===== src/hdl/pcds_pkg.sv =====
// Shared types, constants and the tested-settings ROM for the PLL divider search.
`timescale 1ns / 1ps

package pcds_pkg;

    localparam int KHZ_W       = 18;
    localparam int NUM_W       = 7;
    localparam int DEN_W       = 6;
    localparam int WINDOW_W    = 9;
    localparam int DIVIDEND_W  = 22;
    localparam int DIVISOR_W   = 10;
    localparam int DIV_STEPS   = DIVIDEND_W;
    localparam int ROM_SIZE    = 28;
    localparam int ROM_IDX_W   = 5;

    localparam logic [KHZ_W-1:0]     OSC_KHZ        = 18'd28636;
    localparam logic [KHZ_W-1:0]     CEIL_FLOOR_KHZ = 18'd111000;
    localparam logic [DIVISOR_W-1:0] WINDOW_DIV     = 10'd1000;
    localparam logic [NUM_W-1:0]     NUM_FIRST      = 7'h10;
    localparam logic [NUM_W-1:0]     NUM_LAST       = 7'h7e;
    localparam logic [DEN_W-1:0]     DEN_FIRST      = 6'h14;
    localparam logic [DEN_W-1:0]     DEN_LAST       = 6'h3e;
    localparam logic [DEN_W-1:0]     DEN_MASK       = 6'h3e;

    typedef struct packed {
        logic [KHZ_W-1:0] target_khz;
        logic [KHZ_W-1:0] vco_ceiling_khz;
    } t_request;

    typedef struct packed {
        logic             found;
        logic [KHZ_W-1:0] reached_khz;
        logic [NUM_W-1:0] numerator;
        logic [DEN_W-1:0] denominator;
    } t_result;

    typedef struct packed {
        logic                  start;
        logic [DIVIDEND_W-1:0] dividend;
        logic [DIVISOR_W-1:0]  divisor;
    } t_div_req;

    typedef struct packed {
        logic                  done;
        logic [DIVIDEND_W-1:0] quotient;
    } t_div_rsp;

    typedef struct packed {
        logic [KHZ_W-1:0] khz;
        logic [NUM_W-1:0] num;
        logic [DEN_W-1:0] den;
    } t_setting;

    function automatic t_setting rom_setting(input logic [ROM_IDX_W-1:0] idx);
        t_setting s;
        case (idx)
            5'd0:    s = '{18'd12599,  7'h2c, 6'h33};
            5'd1:    s = '{18'd25226,  7'h4a, 6'h2b};
            5'd2:    s = '{18'd28324,  7'h5b, 6'h2f};
            5'd3:    s = '{18'd31499,  7'h42, 6'h1f};
            5'd4:    s = '{18'd36081,  7'h7e, 6'h33};
            5'd5:    s = '{18'd39991,  7'h51, 6'h3a};
            5'd6:    s = '{18'd41164,  7'h45, 6'h30};
            5'd7:    s = '{18'd45075,  7'h55, 6'h36};
            5'd8:    s = '{18'd49866,  7'h65, 6'h3a};
            5'd9:    s = '{18'd64981,  7'h76, 6'h34};
            5'd10:   s = '{18'd72162,  7'h7e, 6'h32};
            5'd11:   s = '{18'd74999,  7'h6e, 6'h2a};
            5'd12:   s = '{18'd80012,  7'h5f, 6'h22};
            5'd13:   s = '{18'd85226,  7'h7d, 6'h2a};
            5'd14:   s = '{18'd89998,  7'h58, 6'h1c};
            5'd15:   s = '{18'd95019,  7'h49, 6'h16};
            5'd16:   s = '{18'd100226, 7'h46, 6'h14};
            5'd17:   s = '{18'd108035, 7'h53, 6'h16};
            5'd18:   s = '{18'd109771, 7'h5c, 6'h18};
            5'd19:   s = '{18'd120050, 7'h6d, 6'h1a};
            5'd20:   s = '{18'd125998, 7'h58, 6'h14};
            5'd21:   s = '{18'd130055, 7'h6d, 6'h18};
            5'd22:   s = '{18'd134998, 7'h42, 6'h0e};
            5'd23:   s = '{18'd150339, 7'h69, 6'h14};
            5'd24:   s = '{18'd168236, 7'h5e, 6'h10};
            5'd25:   s = '{18'd188179, 7'h5c, 6'h0e};
            5'd26:   s = '{18'd210679, 7'h67, 6'h0e};
            5'd27:   s = '{18'd229088, 7'h60, 6'h0c};
            default: s = '0;
        endcase
        return s;
    endfunction

endpackage


===== src/hdl/pcds_divider.sv =====
// Restoring divider that produces one quotient bit per cycle.
`timescale 1ns / 1ps

module pcds_divider
    import pcds_pkg::*;
(
    input  logic     i_clk,
    input  logic     i_rst_n,
    input  t_div_req i_req,
    output t_div_rsp o_rsp
);

    localparam int CNT_W = $clog2(DIV_STEPS);

    logic                  r_busy;
    logic                  r_done;
    logic [CNT_W-1:0]      r_count;
    logic [DIVIDEND_W-1:0] r_quo;
    logic [DIVISOR_W-1:0]  r_rem;
    logic [DIVISOR_W-1:0]  r_divisor;

    logic [DIVISOR_W:0]    trial;
    logic [DIVISOR_W:0]    trial_sub;
    logic                  ge;

    // The quotient register starts out holding the dividend; its top bit is
    // shifted into the remainder while the quotient bit enters at the bottom.
    always_comb begin
        trial     = {r_rem, r_quo[DIVIDEND_W-1]};
        ge        = (trial >= {1'b0, r_divisor});
        trial_sub = trial - {1'b0, r_divisor};
    end

    always_ff @(posedge i_clk) begin
        if (!i_rst_n) begin
            r_busy  <= 1'b0;
            r_done  <= 1'b0;
            r_count <= '0;
        end else begin
            r_done <= 1'b0;
            if (i_req.start) begin
                r_busy    <= 1'b1;
                r_count   <= '0;
                r_quo     <= i_req.dividend;
                r_rem     <= '0;
                r_divisor <= i_req.divisor;
            end else if (r_busy) begin
                r_rem   <= ge ? trial_sub[DIVISOR_W-1:0] : trial[DIVISOR_W-1:0];
                r_quo   <= {r_quo[DIVIDEND_W-2:0], ge};
                r_count <= r_count + 1'b1;
                if (r_count == CNT_W'(DIV_STEPS - 1)) begin
                    r_busy <= 1'b0;
                    r_done <= 1'b1;
                end
            end
        end
    end

    assign o_rsp.done     = r_done;
    assign o_rsp.quotient = r_quo;

endmodule


===== src/hdl/pll_clock_divider_search.sv =====
// Top level of the PLL numerator/denominator search with its sequencer.
`timescale 1ns / 1ps

// A request (start high while busy is low) gives a target clock and a VCO
// ceiling; one result comes back on o_result for a single cycle, marked by
// o_result_valid, and must be taken in that cycle. All divisions run through
// one shared 22-bit restoring divider that yields one quotient bit per cycle.
// The window target/1000 takes one division, then the tested-settings ROM
// is scanned at one entry per cycle. A miss runs the full search over 111
// numerators by 43 denominators, one division per pair. busy stays high for
// the whole search, and a new request may be given in the cycle that the
// result shows.

module pll_clock_divider_search
    import pcds_pkg::*;
#(
    parameter int TESTED_ENTRIES = 28
) (
    input  logic     i_clk,
    input  logic     i_rst_n,
    input  logic     start,
    input  t_request i_request,
    output logic     busy,
    output logic     o_result_valid,
    output t_result  o_result
);

    localparam int SCAN_LEN = (TESTED_ENTRIES < ROM_SIZE) ? TESTED_ENTRIES : ROM_SIZE;
    localparam logic [ROM_IDX_W-1:0] SCAN_LAST = ROM_IDX_W'(SCAN_LEN - 1);

    typedef enum logic [2:0] {
        S_IDLE,
        S_WINDOW,
        S_ROM,
        S_DIV,
        S_EVAL
    } t_state;

    t_state                r_state, n_state;
    logic [KHZ_W-1:0]      r_target, n_target;
    logic [KHZ_W-1:0]      r_ceiling, n_ceiling;
    logic [WINDOW_W-1:0]   r_window, n_window;
    logic [ROM_IDX_W-1:0]  r_idx, n_idx;
    logic [NUM_W-1:0]      r_n, n_n;
    logic [DEN_W-1:0]      r_d, n_d;
    logic [KHZ_W-1:0]      r_best_diff, n_best_diff;
    logic [KHZ_W-1:0]      r_best_khz, n_best_khz;
    logic [NUM_W-1:0]      r_best_n, n_best_n;
    logic [DEN_W-1:0]      r_best_d, n_best_d;
    logic                  r_have, n_have;
    t_div_req              r_div_req, n_div_req;
    t_result               r_result, n_result;
    logic                  r_result_valid, n_result_valid;

    t_div_rsp              div_rsp;
    t_setting              entry;
    logic [DIVIDEND_W-1:0] vco;
    logic                  in_range;
    logic [KHZ_W-1:0]      clk_khz;
    logic [KHZ_W-1:0]      diff;
    logic                  better;

    function automatic logic [KHZ_W-1:0] abs_diff(input logic [KHZ_W-1:0] a,
                                                  input logic [KHZ_W-1:0] b);
        return (a > b) ? (a - b) : (b - a);
    endfunction

    pcds_divider u_divider (
        .i_clk   (i_clk),
        .i_rst_n (i_rst_n),
        .i_req   (r_div_req),
        .o_rsp   (div_rsp)
    );

    always_comb begin
        entry    = rom_setting(r_idx);
        vco      = div_rsp.quotient;
        in_range = (vco >= DIVIDEND_W'(OSC_KHZ)) && (vco <= DIVIDEND_W'(r_ceiling));
        // In range means vco is below 2^18, so the shifted clock fits.
        clk_khz  = r_d[0] ? vco[KHZ_W:1] : vco[KHZ_W-1:0];
        diff     = abs_diff(clk_khz, r_target);
        better   = in_range && (diff < r_best_diff);
    end

    always_comb begin
        n_state        = r_state;
        n_target       = r_target;
        n_ceiling      = r_ceiling;
        n_window       = r_window;
        n_idx          = r_idx;
        n_n            = r_n;
        n_d            = r_d;
        n_best_diff    = r_best_diff;
        n_best_khz     = r_best_khz;
        n_best_n       = r_best_n;
        n_best_d       = r_best_d;
        n_have         = r_have;
        n_div_req      = r_div_req;
        n_div_req.start = 1'b0;
        n_result       = r_result;
        n_result_valid = 1'b0;

        case (r_state)
            S_IDLE: begin
                if (start) begin
                    n_target  = i_request.target_khz;
                    n_ceiling = (i_request.vco_ceiling_khz < CEIL_FLOOR_KHZ) ?
                                CEIL_FLOOR_KHZ : i_request.vco_ceiling_khz;
                    n_div_req.start    = 1'b1;
                    n_div_req.dividend = DIVIDEND_W'(i_request.target_khz);
                    n_div_req.divisor  = WINDOW_DIV;
                    n_state = S_WINDOW;
                end
            end
            S_WINDOW: begin
                if (div_rsp.done) begin
                    n_window = div_rsp.quotient[WINDOW_W-1:0];
                    n_idx    = '0;
                    n_state  = S_ROM;
                end
            end
            S_ROM: begin
                if (abs_diff(entry.khz, r_target) < KHZ_W'(r_window)) begin
                    n_result       = '{1'b1, entry.khz, entry.num, entry.den};
                    n_result_valid = 1'b1;
                    n_state        = S_IDLE;
                end else if (r_idx == SCAN_LAST) begin
                    n_n         = NUM_FIRST;
                    n_d         = DEN_FIRST;
                    n_best_diff = r_target;
                    n_best_khz  = '0;
                    n_best_n    = '0;
                    n_best_d    = '0;
                    n_have      = 1'b0;
                    n_div_req.start    = 1'b1;
                    n_div_req.dividend = DIVIDEND_W'(NUM_FIRST) * DIVIDEND_W'(OSC_KHZ);
                    n_div_req.divisor  = DIVISOR_W'(DEN_FIRST & DEN_MASK);
                    n_state = S_DIV;
                end else begin
                    n_idx = r_idx + 1'b1;
                end
            end
            S_DIV: begin
                if (div_rsp.done) begin
                    n_state = S_EVAL;
                end
            end
            S_EVAL: begin
                if (better) begin
                    n_best_diff = diff;
                    n_best_khz  = clk_khz;
                    n_best_n    = r_n;
                    n_best_d    = r_d;
                    n_have      = 1'b1;
                end
                if ((r_d == DEN_LAST) && (r_n == NUM_LAST)) begin
                    if (better) begin
                        n_result = '{1'b1, clk_khz, r_n, r_d};
                    end else begin
                        n_result = '{r_have, r_best_khz, r_best_n, r_best_d};
                    end
                    n_result_valid = 1'b1;
                    n_state        = S_IDLE;
                end else begin
                    if (r_d == DEN_LAST) begin
                        n_n = r_n + 1'b1;
                        n_d = DEN_FIRST;
                    end else begin
                        n_d = r_d + 1'b1;
                    end
                    n_div_req.start    = 1'b1;
                    n_div_req.dividend = DIVIDEND_W'(n_n) * DIVIDEND_W'(OSC_KHZ);
                    n_div_req.divisor  = DIVISOR_W'(n_d & DEN_MASK);
                    n_state = S_DIV;
                end
            end
            default: begin
                n_state = S_IDLE;
            end
        endcase
    end

    always_ff @(posedge i_clk) begin
        if (!i_rst_n) begin
            r_state         <= S_IDLE;
            r_result_valid  <= 1'b0;
            r_div_req.start <= 1'b0;
        end else begin
            r_state         <= n_state;
            r_result_valid  <= n_result_valid;
            r_div_req.start <= n_div_req.start;
        end
        r_target           <= n_target;
        r_ceiling          <= n_ceiling;
        r_window           <= n_window;
        r_idx              <= n_idx;
        r_n                <= n_n;
        r_d                <= n_d;
        r_best_diff        <= n_best_diff;
        r_best_khz         <= n_best_khz;
        r_best_n           <= n_best_n;
        r_best_d           <= n_best_d;
        r_have             <= n_have;
        r_div_req.dividend <= n_div_req.dividend;
        r_div_req.divisor  <= n_div_req.divisor;
        r_result           <= n_result;
    end

    assign busy           = (r_state != S_IDLE);
    assign o_result_valid = r_result_valid;
    assign o_result       = r_result;

    a_accept_busy: assert property (@(posedge i_clk) disable iff (!i_rst_n)
        (start && !busy) |=> busy)
        else $error("request accepted but block not busy");

    a_result_single: assert property (@(posedge i_clk) disable iff (!i_rst_n)
        o_result_valid |=> !o_result_valid)
        else $error("result strobe held longer than one cycle");

    a_result_idle: assert property (@(posedge i_clk) disable iff (!i_rst_n)
        o_result_valid |-> !busy)
        else $error("result shown while still busy");

    a_found_clock: assert property (@(posedge i_clk) disable iff (!i_rst_n)
        (o_result_valid && o_result.found) |-> (o_result.reached_khz != '0))
        else $error("found result with zero clock");

    a_miss_zero: assert property (@(posedge i_clk) disable iff (!i_rst_n)
        (o_result_valid && !o_result.found) |->
            ((o_result.reached_khz == '0) && (o_result.numerator == '0)))
        else $error("failure result carries a setting");

endmodule

===== config.mk =====
export PLATFORM = sky130hd
export DESIGN_NAME = pll_clock_divider_search
export DESIGN_NICKNAME = d
export VERILOG_FILES = /design/src/hdl/pcds_pkg.sv /design/src/hdl/pcds_divider.sv /design/src/hdl/pll_clock_divider_search.sv
export SDC_FILE = /design/constraint.sdc
export NUM_CORES = 1
export LEC_CHECK = 0
export BUFFER_PORTS_ARGS = -buffer_cell sky130_fd_sc_hd__buf_2
export CAP_MARGIN = 20
export CORE_MARGIN = 2
export CORE_UTILIZATION = 47
export DETAILED_ROUTE_END_ITERATION = 8
export HOLD_SLACK_MARGIN = 0.15
export MAX_ROUTING_LAYER = met4
export PLACE_DENSITY = 0.6
export SLEW_MARGIN = 20
export SYNTH_ARGS = -nofsm -noshare
export SYNTH_HDL_FRONTEND = slang
export SYNTH_SLANG_ARGS = --single-unit

===== constraint.sdc =====
create_clock -name i_clk -period 21.8 [get_ports i_clk]
set_clock_uncertainty 0.1 [all_clocks]
set_input_delay 0 -clock i_clk [delete_from_list [all_inputs] [get_ports i_clk]]
set_output_delay 0 -clock i_clk [all_outputs]
set_load 0.02 [all_outputs]

==> impl_metrics.yaml <==
cells_and_area:
  post_route_cells_drive_above_1_share_pct: 10.3
  area_growth_syn_to_layout_pct: 13.4
  finish.net_count: 2202
  filler_cell_count: 3500
  area_used_by_multi_input_combinational_logic_sq_um: 10000
  register_area_sq_um: 7200
sta:
  worstMarginPinSlew_ns: 1.06
  fmax_ghz: 0.119
  final_hold_violations: 0
  slew-limit-headroom_pct: 29.5
  min_period_over_period_pct: 38.6
  final_period_minus_worst_setup_slack_ns: 8.41
  setup_repair_after_global_routing_missed_its_margin: "no"
  totalNegativeSetupSlack_ns: 0
  setup_viol: 0
  report.final.slew_viol_count: 0
route:
  detailed_route_drc_error_count: 0
  drt_first_pass_iters: 6
  routed_via_density: 5.80
  routedWlPerCell_microns: 21.5
  drt-initial-drc-count: 1228
  ant_nets: 0
  route.final.wire_length_mm: 53.5
  route.vias.total: 14402
setup_path:
  worstPathRequired_ns: 22.13
  slowest_stage: "sky130_fd_sc_hd__a221oi_1"
  cp_max_stage_delay_ns: 0.77
  critical_path.startpoint: "r_target[1]$_DFFE_PP_"
  worstReg2RegStart: "r_target[1]$_DFFE_PP_"
  crit_arrival_ns: 8.74
  criticalPathCategory: "flop to flop"
  crit_path_end_kind: "flop"
  crit_path_max_fanout: 15
  cp-start-kind: "flop"
logic_synthesis:
  synth_enable_flop_cells: 211
  post_synthesis_mean_instance_area_sq_um: 9.92
  synth.top_cells.by_count: "sky130_fd_sc_hd__edfxtp_1, sky130_fd_sc_hd__inv_1, sky130_fd_sc_hd__ha_1, sky130_fd_sc_hd__a21oi_1, sky130_fd_sc_hd__nor2_1"
  ys_warn_count: 0
  synthDistinctLibCells: 82
  yosysMostFrequentCell: "sky130_fd_sc_hd__edfxtp_1"
  netlist_area_sq_um: 18300
  ys_dominant_reg_cell: "sky130_fd_sc_hd__edfxtp_1"
  ys_async_sr_fraction_pct: 0
  post_synth_main_area_contributors: "sky130_fd_sc_hd__edfxtp_1, sky130_fd_sc_hd__ha_1, sky130_fd_sc_hd__dfxtp_1"
  synthesis.instances: 1848
  synthesized_netlist_net_count: 2107
  post-synth-top-area-fraction_pct: 34.6
  synth_seq_area_share_pct: 39.2
  post-synth-top-area-cell: "sky130_fd_sc_hd__edfxtp_1"
  synth.ff_latch_count: 254
floorplan:
  fp.dieW_microns: 202
  initial_cell_density_of_the_core_pct: 47.6
  ios: 73
  design.die.area_sq_um: 40600
  core_sq_um: 38600
  floorplan.rows: 72
  die_h_microns: 202
grt:
  grt_util_all_layers_pct: 27.1
  antenna_found_initial: 3
  grt_pass1_wl_mm: 82.9
  global_route.overflow_total: 0
  grt_max_degree: 79
  via_count_of_the_first_global_routing_pass: 14290
run:
  maxCapViolCount: 0
pwr:
  powerDensity_nw_per_um2: 104
  power_leakage_nw: 8.85
  pwr-share-comb_pct: 45.2
  power.net_switching_uw: 853
  switching_share_pct: 39.4
  clock_power_share_pct: 24.3
  worst_ir_drop_vdd_mv: 0.0631
  p_seq_share_pct: 30.5
  p_int_mw: 1.31
  total_power_mw: 2.16
clock_network:
  cts_tree: "built"
  clock_latency_ns: 0.57
  cts.reportedPaths.clkPinSlew_ns: 0.07
  postCtsResizedCells: 0
  tritoncts.num_buffers: 29
  cts-root-buf: "sky130_fd_sc_hd__clkbuf_16"
  cts.hold.buffers_added: 61
  h-tree-depth: 1
  clockBufferDepth: 3
  cts_num_sinks: 254
  post-cts-setup-buffer-count: 0
hold_path:
  min_path_type: "input pin to flop"
  holdCritStartpoint: "i_request[21]"
placement:
  place.gp.congestion: 0.926
  total_of_buffers_placed_on_input_and_output_ports: 72
  sum_of_net_half_perimeters_after_detailed_placement_mm: 39.7
run_status:
  outcome: "completed"
[power by group through the flow]
| stage | Combinational, mW | Sequential [mW] | Clock (mW) |
|---|---|---|---|
| 6_report | 0.978 | 0.660 | 0.526 |
| 5_1_grt | 1.09 | 0.665 | 0.551 |
| 4_1_cts | 0.965 | 0.660 | 0.533 |
| 3_5_place_dp | 0.949 | 0.670 | 0 |
| 3_3_place_gp | 0.948 | 0.670 | 0 |
| 2_1_floorplan | 0.725 | 0.634 | 0 |
[through the flow]
stage | instance area (sq um) | hold slack, ns | std cells | util (%) | setup WS [ns]
global placement | 19100 | 0.112 | 2369 | 49.6 | 13.67
global route | 20800 | 0.167 | 2484 | 53.9 | 12.76
floorplan | 18300 | -0.00113 | 1848 | - | 11.31
CTS | 20800 | 0.150 | 2483 | 53.9 | 13.49
finish | 20800 | 0.168 | 2485 | 53.9 | 13.39
detailed placement | 19100 | 0.114 | 2369 | 49.6 | 13.58
[critical path, delay by kind of cell, from the launching register on]
family / cells / cell delay [ns]
AO/OA/AOI/OAI: 15 / 4.79
XOR/XNOR: 1 / 0.15
adder cells (fa/ha/maj): 3 / 1.22
buffers and inverters: 2 / 0.41
flip-flops: 1 / 0.49
AND/OR/NAND/NOR: 4 / 1.08
[cell families (layout without fill, tap and decap cells)]
group	after synthesis	count (layout)	share of synthesized area, %
and+or+nand+nor	453	453	12.2
other	1	3	0.0204
buffers and inverters	295	412	6.43
DFF	254	254	39.2
muxes	68	68	3.94
xor gates and xnor gates	68	68	3.25
AOI/OAI and AO/OA	489	489	18.4
adders and majority gates	220	220	16.5
[registers in the layout, summed over array words and instances, names as in the netlist]
| name | count |
|---|---|
| entry | 31 |
| o_result | 32 |
| o_result_valid | 1 |
| r_best_d | 6 |
| r_best_diff | 18 |
| r_best_khz | 18 |
| r_best_n | 7 |
| r_ceiling | 18 |
| r_d | 6 |
| r_div_req | 29 |
| r_have | 1 |
| r_idx | 5 |
| r_n | 7 |
| r_state | 3 |
| r_target | 18 |
| r_window | 9 |
| u_divider.r_busy | 1 |
| u_divider.r_count | 5 |
| u_divider.r_divisor | 6 |
| u_divider.r_done | 1 |
| u_divider.r_quo | 22 |
| u_divider.r_rem | 10 |
[cells in the final DEF (no fill, tap or decap), types with 15 or more instances in the layout]
| cell type | instances |
|---|---|
| sky130_fd_sc_hd__buf_4 | 18 |
| sky130_fd_sc_hd__ha_1 | 183 |
| sky130_fd_sc_hd__o21ai_0 | 86 |
| sky130_fd_sc_hd__buf_2 | 72 |
| sky130_fd_sc_hd__and3_1 | 22 |
| sky130_fd_sc_hd__xnor2_1 | 41 |
| sky130_fd_sc_hd__inv_1 | 205 |
| sky130_fd_sc_hd__edfxtp_1 | 211 |
| sky130_fd_sc_hd__nand3_1 | 29 |
| sky130_fd_sc_hd__o21a_1 | 20 |
| sky130_fd_sc_hd__a21o_1 | 48 |
| sky130_fd_sc_hd__mux2i_1 | 34 |
| sky130_fd_sc_hd__nand4_1 | 21 |
| sky130_fd_sc_hd__nor2_1 | 115 |
| sky130_fd_sc_hd__a31oi_1 | 18 |
| sky130_fd_sc_hd__a21oi_1 | 124 |
| sky130_fd_sc_hd__mux2_2 | 34 |
| sky130_fd_sc_hd__clkbuf_16 | 29 |
| sky130_fd_sc_hd__a211oi_1 | 25 |
| sky130_fd_sc_hd__and2_1 | 36 |
| sky130_fd_sc_hd__fa_1 | 37 |
| sky130_fd_sc_hd__dfxtp_1 | 43 |
| sky130_fd_sc_hd__xor2_1 | 26 |
| sky130_fd_sc_hd__a221o_1 | 41 |
| sky130_fd_sc_hd__nor2b_1 | 15 |
| sky130_fd_sc_hd__nand2b_1 | 22 |
| sky130_fd_sc_hd__dlygate4sd3_1 | 61 |
| sky130_fd_sc_hd__nand2_1 | 105 |
| sky130_fd_sc_hd__nor3_1 | 49 |
[routing by layer]
metal	vias up	wire [microns]	GRT usage [%]
met2	467	25400	43.9
met5	-	0	-
met1	6926	23000	34.7
met4	0	2160	10.4
li1	6907	-	-
met3	102	2940	3.45
[worst paths after layout]
path | depth (start not counted) | slack [ns] | to
max | 25 | 13.39 | entry[25]$_DFF_P_
min | 2 | 0.17 | r_target[3]$_DFFE_PP_
max reg2reg | 25 | 13.39 | entry[25]$_DFF_P_
min reg2reg | 0 | 0.32 | u_divider.r_divisor[5]$_DFFE_PP_
[layout make-up]
cell class                      count  share of cell area, %
Clock buffer                       37                   3.88
Inverter                          208                   3.75
Clock inverter                     16                   1.08
Sequential cell                   254                   34.6
Antenna cell                        2                 0.0241
Timing Repair Buffer              151                   5.32
Tap cell                          518                   3.12
Multi-Input combinational cell   1299                   48.2
No activity file was read; power rests on OpenSTA's default activity.
